$ cat src/hw/rtl/swmac_pkg.sv
package swmac_pkg;

  localparam int DEF_MAX_WINDOW  = 64;
  localparam int DEF_SAMPLE_BITS = 32;
  localparam int LEN_W           = 7;
  localparam int IN_W            = 32;
  localparam int COST_W          = 38;
  localparam int MEDIAN_W        = 32;
  localparam logic [LEN_W-1:0] LEN_RESET = 7'd16;

  // controller to datapath
  typedef struct packed {
    logic latch;     // capture the sample and read the oldest ring slot
    logic upd;       // update sorted cells, ring and counters
    logic scan_step; // take one scan element into the cost sum
    logic out_load;  // move the finished result into the output registers
    logic cfg_wr;    // write the window length and empty the window
  } cmd_t;

  // datapath to controller
  typedef struct packed {
    logic result;    // the item being updated produces a result
    logic scan_last; // the current scan element is the last of the window
  } sts_t;

endpackage

$ cat src/hw/rtl/swmac_ctrl.sv
module swmac_ctrl
  import swmac_pkg::*;
(
  input  logic clk,
  input  logic rst_n,
  input  logic in_valid,
  output logic in_stall,
  output logic out_valid,
  input  logic out_stall,
  input  logic cfg_valid,
  output logic cfg_ready,
  input  sts_t sts,
  output cmd_t cmd
);

  typedef enum logic [1:0] {
    ST_IDLE,
    ST_UPDATE,
    ST_SCAN,
    ST_DONE
  } state_t;

  state_t state_r, state_nxt;
  logic   out_valid_r, out_valid_nxt;
  logic   in_take;

  assign in_take   = in_valid && (state_r == ST_IDLE);
  assign in_stall  = (state_r != ST_IDLE);
  // hold the length write off while a sample is being processed or offered
  assign cfg_ready = (state_r == ST_IDLE) && !in_valid;
  assign out_valid = out_valid_r;

  always_comb begin
    state_nxt      = state_r;
    cmd            = '0;
    cmd.latch      = in_take;
    cmd.cfg_wr     = cfg_valid && cfg_ready;
    case (state_r)
      ST_IDLE: begin
        if (in_take) state_nxt = ST_UPDATE;
      end
      ST_UPDATE: begin
        cmd.upd   = 1'b1;
        state_nxt = sts.result ? ST_SCAN : ST_IDLE;
      end
      ST_SCAN: begin
        cmd.scan_step = 1'b1;
        if (sts.scan_last) state_nxt = ST_DONE;
      end
      ST_DONE: begin
        // hold the sum until the output register is free
        if (!out_valid_r || !out_stall) begin
          cmd.out_load = 1'b1;
          state_nxt    = ST_IDLE;
        end
      end
      default: state_nxt = ST_IDLE;
    endcase
    out_valid_nxt = cmd.out_load ? 1'b1 : (out_valid_r && out_stall);
  end

  always_ff @(posedge clk) begin
    if (!rst_n) begin
      state_r     <= ST_IDLE;
      out_valid_r <= 1'b0;
    end else begin
      state_r     <= state_nxt;
      out_valid_r <= out_valid_nxt;
    end
  end

  a_take_update: assert property (@(posedge clk) disable iff (!rst_n)
    in_take |=> state_r == ST_UPDATE)
    else $error("accepted sample not followed by update");

  a_no_result_idle: assert property (@(posedge clk) disable iff (!rst_n)
    (state_r == ST_UPDATE) && !sts.result |=> state_r == ST_IDLE)
    else $error("filling sample did not return to idle");

  a_scan_done: assert property (@(posedge clk) disable iff (!rst_n)
    (state_r == ST_SCAN) && sts.scan_last |=> state_r == ST_DONE)
    else $error("scan end missed");

  a_load_valid: assert property (@(posedge clk) disable iff (!rst_n)
    cmd.out_load |=> out_valid_r)
    else $error("loaded result not presented");

endmodule

$ cat config.mk
export PLATFORM = sky130hd
export DESIGN_NAME = swmac_ctrl
export DESIGN_NICKNAME = d
export VERILOG_FILES = /design/src/hw/rtl/swmac_pkg.sv /design/src/hw/rtl/swmac_ctrl.sv
export SDC_FILE = /design/constraint.sdc
export NUM_CORES = 1
export LEC_CHECK = 0
export BUFFER_PORTS_ARGS = -buffer_cell sky130_fd_sc_hd__clkbuf_2
export CORE_AREA = 2 2 39 41
export DETAILED_ROUTE_END_ITERATION = 12
export DIE_AREA = 0 0 41 43
export PLACE_DENSITY = 0.46
export SLEW_MARGIN = 10
export SYNTH_ARGS = -nofsm -noshare
export SYNTH_HDL_FRONTEND = slang
export SYNTH_SLANG_ARGS = --single-unit
$ cat constraint.sdc
create_clock -name clk -period 1.1 [get_ports clk]
set_clock_uncertainty 0.2 [all_clocks]
set_input_delay 0.055 -clock clk [delete_from_list [all_inputs] [get_ports clk]]
set_output_delay 0.055 -clock clk [all_outputs]
set_load 0.03 [all_outputs]
== Word level (Yosys, flattened, before mapping) ==
Index checks and enable logic that the tools add are counted.

* Register bits after elaboration: 3
* Input port bits: 7
* Output and inout bits: 8
* Logic and storage cells: 29

* Reductions and logical operators: 11
* Multiplexer cells: 10
* Equality and inequality tests: 6

{| class="wikitable"
|+ Operator list
! cell !! count
|-
| $mux 2 || 4
|-
| $pmux 2 s4 || 1
|-
| $ne 2x2->1 const B || 3
|-
| $mux 1 || 5
|-
| $eq 2x2->1 const B || 2
|-
| $logic_and 1x1->1 || 4
|-
| $logic_not 1->1 || 3
|-
| $reduce_and 3->1 || 1
|-
| $eq 2x1->1 const B || 1
|-
| $logic_not 2->1 || 1
|-
| $reduce_bool 2->1 || 1
|-
| $logic_or 1x1->1 || 1
|}

== Longest topological paths before layout ==
Gate-level depths: netlist (run 1).

* Word-level depth: 5
* Gate-level depth with buffers: 3
* Depth with buffers taken out: 2

== Worst setup path after synthesis (run 1) ==
No wires, ideal clock.

* Kind: register -> output
* Start point: register state_r[0]
* End point: output cmd[0] in the netlist's numbering
* Buffers on the path: 0
* Cell stages (with the launch flop): 3
* Slack: -362 ps
* Required time: 845 ps
* Arrival time: 1207 ps
* Cells stage by stage: dfxtp_1 > nor3_2 > and2_1

{| class="wikitable"
|+ RTL lines
! item !! line !! RTL
|-
| from (decl) || swmac_ctrl.sv:23 || <nowiki>state_t state_r, state_nxt;</nowiki>
|-
| from (signal assigned) || swmac_ctrl.sv:67 || <nowiki>state_r <= state_nxt;</nowiki>
|-
| to (decl) || swmac_ctrl.sv:13 || <nowiki>output cmd_t cmd</nowiki>
|}

==> results of run 1 <==
repair_timing:
| item | in CTS | in global routing |
|---|---|---|
| pin swaps | 0 | 2 |
| setup endpoints to repair | 9 | 9 |
| endpoints found under the hold margin | 3 | 0 |
| setup buffers | 0 | 1 |
| resized for setup | 13 | 12 |
| hold buffers | 4 | 0 |
cell families (layout without fill, tap and decap cells):
logic type / Yosys count / in the layout / share of synthesized area
mux: 1 / 1 / 0.05263
simple gates: 11 / 11 / 0.3488
buf+inv: 3 / 28 / 0.07898
flops: 3 / 3 / 0.3158
compound gates: 5 / 5 / 0.2040
stage by stage:
stage                     area, um2  setup slack, ns  utilization
after floorplan               217.7          -0.1135            -
after detailed placement      322.8         -0.09623       0.2333
after global placement        322.8         -0.06613       0.2333
after CTS                     432.9          -0.2677       0.3128
after global routing          465.4          -0.2686       0.3363
final                         465.4          -0.2162       0.3363
power by group through the flow:
stage	logic, mW	clock network, mW	registers, mW
4_1_cts	0.151	0.203	0.127
5_1_grt	0.181	0.212	0.125
6_report	0.167	0.189	0.124
3_5_place_dp	0.120	0	0.127
3_3_place_gp	0.121	0	0.126
2_1_floorplan	0.0785	0	0.127
final timing paths:
path                            from                 endpoint  cells past startpoint
max reg2reg                 register  state_r[0]$_SDFFE_PN0P_                      3
max          state_r[0]$_SDFFE_PN0P_                   cmd[4]                      3
min reg2reg     out_valid$_SDFF_PN0_     out_valid$_SDFF_PN0_                      2
min                         in_valid  state_r[0]$_SDFFE_PN0P_                      3
routing by layer:
metal / vias up / GRT usage
li1: 130 / -
met1: 102 / 0.08654
met2: 17 / 0.1125
met3: 0 / 0.04712
met4: 0 / 0.06000
met5: - / 0
layout by cell type, fill, tap and decap left out, drive strengths merged:
cell and n:
inv 2, and2b 1, o32ai 1, dfxtp 3, mux2i 1, o21ai 1, dlygate4sd3 4, or2 1
a21oi 2, nand2 3, and2 1, a21boi 1, clkbuf 14, buf 8, nand4b 1, nand2b 1
nor2b 1, nor2 1, nor3 1
cell type report:
class / count / area (um2)
clock buffer: 4 / 26.28
multi-input combinational: 17 / 153.9
fill: 150 / 918.4
timing repair buffer: 22 / 188.9
inverter: 2 / 7.507
tap: 16 / 20.02
sequential: 3 / 68.82
critical path: stages, from the launching register on:
cell and delay [ns]:
dfxtp_4 0.36, or2_4 0.26, nor2_4 0.08, buf_6 0.13
==> impl_metrics.csv, run 1 <==
group,metric,value,unit
worst_setup_path,critical_path_class,"reg -> out",
global_route,grt_use_total,0.08124,
sta,worst_pin_slew,0.2138,ns
logic_synthesis,synth_flop_cell,"dfxtp_1",
placed_design,place_congestion,0.5813,
logic_synthesis,synth_nets,30,
route,dr.pass1.iters,4,
worst_setup_path,worst-path-max-fanout,5,
logic_synthesis,synth_top_cell_by_area,"dfxtp_1",
logic_synthesis,ys_types,17,
clock_tree,cts_tree,"done",
final_layout,layout.cells.non_filler,64,
sta,hold_viol,0,
route,drt_wl_total,554,um
pwr,power_per_cell_area,1032,nW/um2
logic_synthesis,syn_area,190.2,um2
route,first_iter_violations,2,
placed_design,port-buffer-count,14,
global_route,grt_start_max_net_pins,8,
pwr,p_comb_frac,0.348,
route,dr.max_layer_used,"met3",
final_layout,drive_above_1_share,0.6875,
clock_tree,cts_buffers,3,
job,max_cap_viol_count,0,
global_route,grt_pass1_vias,227,
worst_setup_path,rrSetupSlack,-0.09,ns
route,wl_met3,69,um
sta,fmax,759.8,MHz
global_route,grt_overflow,0,
sta,slew_violations,0,
sta,rsz0062_at_grt,"yes",
sta,fin_tns_setup,-1.253,ns
pwr,power_frac_seq,0.258,
sta,setup_viol,8,
logic_synthesis,yosysSeqAreaShare,0.3158,
clock_tree,clkTransAtPathRegs,0.04,ns
placed_design,hpwl,404.1,um
floorplan,rows,14,
sta,holdWs,0.02088,ns
logic_synthesis,syn_inst,23,
logic_synthesis,synth_top_area_frac,0.3158,
floorplan,die_h,43,um
worst_hold_path,hold_path_class,"in -> reg",
clock_tree,cts_root_buf,"clkbuf_4",
route,antenna_left,0,
pwr,clkPwrFrac,0.394,
logic_synthesis,ys_warn_count,0,
sta,min_period,1.316,ns
final_layout,finalNetCount,56,
final_layout,area_growth,144.7,%
clock_tree,worstSkewPairLatency,0.23,ns
floorplan,io_pins,15,
worst_setup_path,cp-start-kind,"register",
sta,post-route-period-util,1.197,
logic_synthesis,synth_common_cells,"dfxtp_1 (3), nand2_1 (3), a21oi_1 (2), inv_1 (2)",
status,status,"finished with violations",
sta,setup_slack,-0.2162,ns
pwr,peakVddDrop,439.2,uV
global_route,grt_pass1_wl,897,um
route,wl_met2,234,um
floorplan,dieArea,1763,um2
route,wl_per_cell,8.656,um
clock_tree,htree_levels,1,
sta,relSlewSlack,0.8547,
logic_synthesis,async_flop_share,0,
worst_setup_path,worst_setup_path_end_kind,"output port",
logic_synthesis,synthTopCellsByArea,"dfxtp_1 (32%), o32ai_2 (8.6%), nand2_1 (5.9%)",
clock_tree,cts_sinks,3,
final_layout,n_antenna_cell,0,
floorplan,start_util,0.1374,
floorplan,die_w,41,um
route,drc,0,
clock_tree,cts_buffer_depth,2,
route,m1WireLength,250,um
pwr,switching_share,0.2966,
pwr,p_int,338.0,uW
pwr,p_leak,0.2109,nW
worst_setup_path,arrival,1.06,ns
status,violations,"negative setup slack",
pwr,power,480.5,uW
logic_synthesis,syn_avg_cell_area,8.269,um2
route,route.vias.total,249,
worst_setup_path,required,0.84,ns
placed_design,dpl.cell_count,55,
global_route,antenna_found_initial,0,
logic_synthesis,synth_seq_cells,3,
floorplan,core_area,1384,um2
route,vias_per_cell,3.891,
logic_synthesis,synth_edf_count,0,
pwr,power_switching,142.5,uW
Note: power is estimated with default switching activity, not from simulation.
==> run 2: changes to the inputs <==
--- a/config.mk
+++ b/config.mk
@@ -10,6 +10,8 @@
 export DETAILED_ROUTE_END_ITERATION = 12
 export DIE_AREA = 0 0 41 43
 export PLACE_DENSITY = 0.46
+export REMOVE_ABC_BUFFERS = 1
+export SETUP_SLACK_MARGIN = 0.15
 export SLEW_MARGIN = 10
 export SYNTH_ARGS = -nofsm -noshare
 export SYNTH_HDL_FRONTEND = slang
==> run 2 against run 1 <==
  * Via count fell by 8.0%
  * Sequential power decreased by 3%
  * Maximum frequency decreased by 1.6%
  * Sequential share of layout area is 1.9 points higher
  * Final cell count is 6.3% lower
  * Critical path depth unchanged
  * Non-clock buffer count down 4
  * Clock-buffer cell count stayed put
  * Utilization fell by 2.8 points
  * Largest power group unchanged
  * The run ends with negative hold slack, negative setup slack left
==> impl_metrics.csv, run 2 (synthesized netlist as in run 1, its figures left out) <==
group,metric,value,unit
pwr,power_frac_seq,0.256,
floorplan,dieArea,1763,um2
route,wl_per_cell,8.417,um
worst_hold_path,hp-start,"rst_n",
global_route,grt_util_met3,0.05236,
worst_setup_path,reg2regPathDepth,3,
pwr,clkPwrFrac,0.428,
global_route,grt_start_max_net_pins,9,
pwr,power,466.4,uW
route,first_iter_violations,1,
final_layout,drive_above_1_share,0.6818,
sta,setup_viol,7,
pwr,p_comb_frac,0.316,
sta,rsz0062_at_grt,"yes",
floorplan,die_w,41,um
clock_tree,clkTransAtPathRegs,0.04,ns
worst_setup_path,r2r_end,"state_r[0]$_SDFFE_PN0P_",
route,route.vias.total,229,
worst_setup_path,required,0.84,ns
pwr,p_leak,0.1887,nW
route,dr.pass1.iters,2,
floorplan,start_util,0.1374,
final_layout,layout_commonest_cell,"clkbuf_2",
clock_tree,cts_sinks,3,
pwr,switching_share,0.3080,
sta,setup_slack,-0.2372,ns
floorplan,die_h,43,um
clock_tree,cts_tree,"done",
clock_tree,hold_buffers,1,
sta,fmax,747.8,MHz
worst_setup_path,rrSetupSlack,0.02,ns
placed_design,place_congestion,0.6678,
sta,min_period,1.337,ns
clock_tree,cts_buffers,3,
final_layout,n_antenna_cell,0,
final_layout,n_fill_cell,145,
final_layout,final_util,0.3083,
floorplan,io_pins,15,
clock_tree,htree_levels,1,
sta,relSlewSlack,0.8847,
final_layout,finalNetCount,52,
pwr,p_int,322.7,uW
global_route,global_route.usage.met1,0.08333,
global_route,grt_pass1_vias,205,
status,status,"finished with violations",
clock_tree,cts_buffer_depth,2,
worst_setup_path,cp-start-kind,"register",
worst_hold_path,whs_path_depth,3,
worst_setup_path,critical_path_class,"reg -> out",
global_route,met2_usage,0.08750,
global_route,grt_pass1_wl,807,um
route,drc,0,
worst_hold_path,hold_path_class,"in -> reg",
sta,post-route-period-util,1.216,
clock_tree,cts_root_buf,"clkbuf_4",
sta,worst_pin_slew,0.1729,ns
route,antenna_left,0,
worst_setup_path,worst_setup_path_end_kind,"output port",
sta,hold_viol,3,
sta,holdWs,-0.1108,ns
global_route,grt_use_total,0.07322,
sta,fin_tns_setup,-1.158,ns
clock_tree,worstSkewPairLatency,0.24,ns
worst_setup_path,worst-path-max-fanout,8,
placed_design,port-buffer-count,14,
pwr,power_per_cell_area,1093,nW/um2
worst_setup_path,arrival,1.08,ns
sta,slew_violations,0,
floorplan,core_area,1384,um2
pwr,peakVddDrop,394.0,uV
route,vias_per_cell,3.817,
global_route,busiest_layer,"met2",
route,drt_wl_total,505,um
final_layout,layout_common_cells,"clkbuf_2 (6), buf_4 (4)",
global_route,grt_overflow,0,
job,max_cap_viol_count,0,
final_layout,area_growth,124.3,%
status,violations,"negative hold slack, negative setup slack",
floorplan,rows,14,
global_route,antenna_found_initial,0,
pwr,power_switching,143.7,uW
[run 2: changes by cell type in the layout (fill, tap and decap cells not counted), sizes merged]
cell,change
buf,+1
clkbuf,-2
dlygate4sd3,-3
[run 2: worst max path at each step]
stage,cells past startpoint,to
2_1_floorplan,2,cmd[0]
3_3_place_gp,3,cmd[1]
3_5_place_dp,3,cmd[1]
4_1_cts,3,cmd[4]
5_1_grt,3,cmd[4]
6_report,3,cmd[0]
[run 2: power groups by stage]
| stage | logic (mW) | clock network, mW | registers [mW] |
|---|---|---|---|
| floorplan | 0.0652 | 0 | 0.124 |
| global placement | 0.0996 | 0 | 0.125 |
| detailed placement | 0.0994 | 0 | 0.125 |
| CTS | 0.127 | 0.208 | 0.121 |
| global route | 0.157 | 0.214 | 0.121 |
| finish | 0.147 | 0.200 | 0.120 |
[run 2: layer usage]
metal	wire, um	vias to the layer above
met5	0	-
met3	63	2
met2	222	11
li1	-	122
met4	21	0
met1	196	94
[run 2: area by class of cell]
cell class | count | area [um2] | share of cell area
flip-flops and latches | 3 | 71.32 | 0.1672
multi-input cells | 17 | 140.1 | 0.3284
well taps | 16 | 20.02 | 0.04692
inverters | 2 | 7.507 | 0.01760
clock buffers | 4 | 26.28 | 0.06158
repair buffers | 18 | 161.4 | 0.3783
[run 2: critical path, stage by stage, from the launching register on]
cell and delay, ns:
dfxtp_4 0.36, nor3_2 0.17, and2_1 0.16, clkbuf_8 0.15
[run 2: timing repair]
action / in CTS / in global routing
setup endpoints to repair: 11 / 11
endpoints found under the hold margin: 3 / 3
gates resized for setup: 18 / 16
pin swaps: 2 / 2
buffers inserted: 2 / 0
[run 2: through the flow]
| stage | cells | setup slack, ns | cell area [um2] | hold slack (ns) |
|---|---|---|---|---|
| after global placement | 53 | -0.07480 | 280.3 | 0.1230 |
| after CTS | 60 | -0.2677 | 389.1 | -0.1139 |
| final | 60 | -0.2372 | 426.7 | -0.1108 |
| after floorplan | 22 | -0.3624 | 182.7 | -0.02538 |
| after detailed placement | 53 | -0.07037 | 280.3 | 0.1166 |
| after global routing | 60 | -0.2868 | 426.7 | -0.09703 |
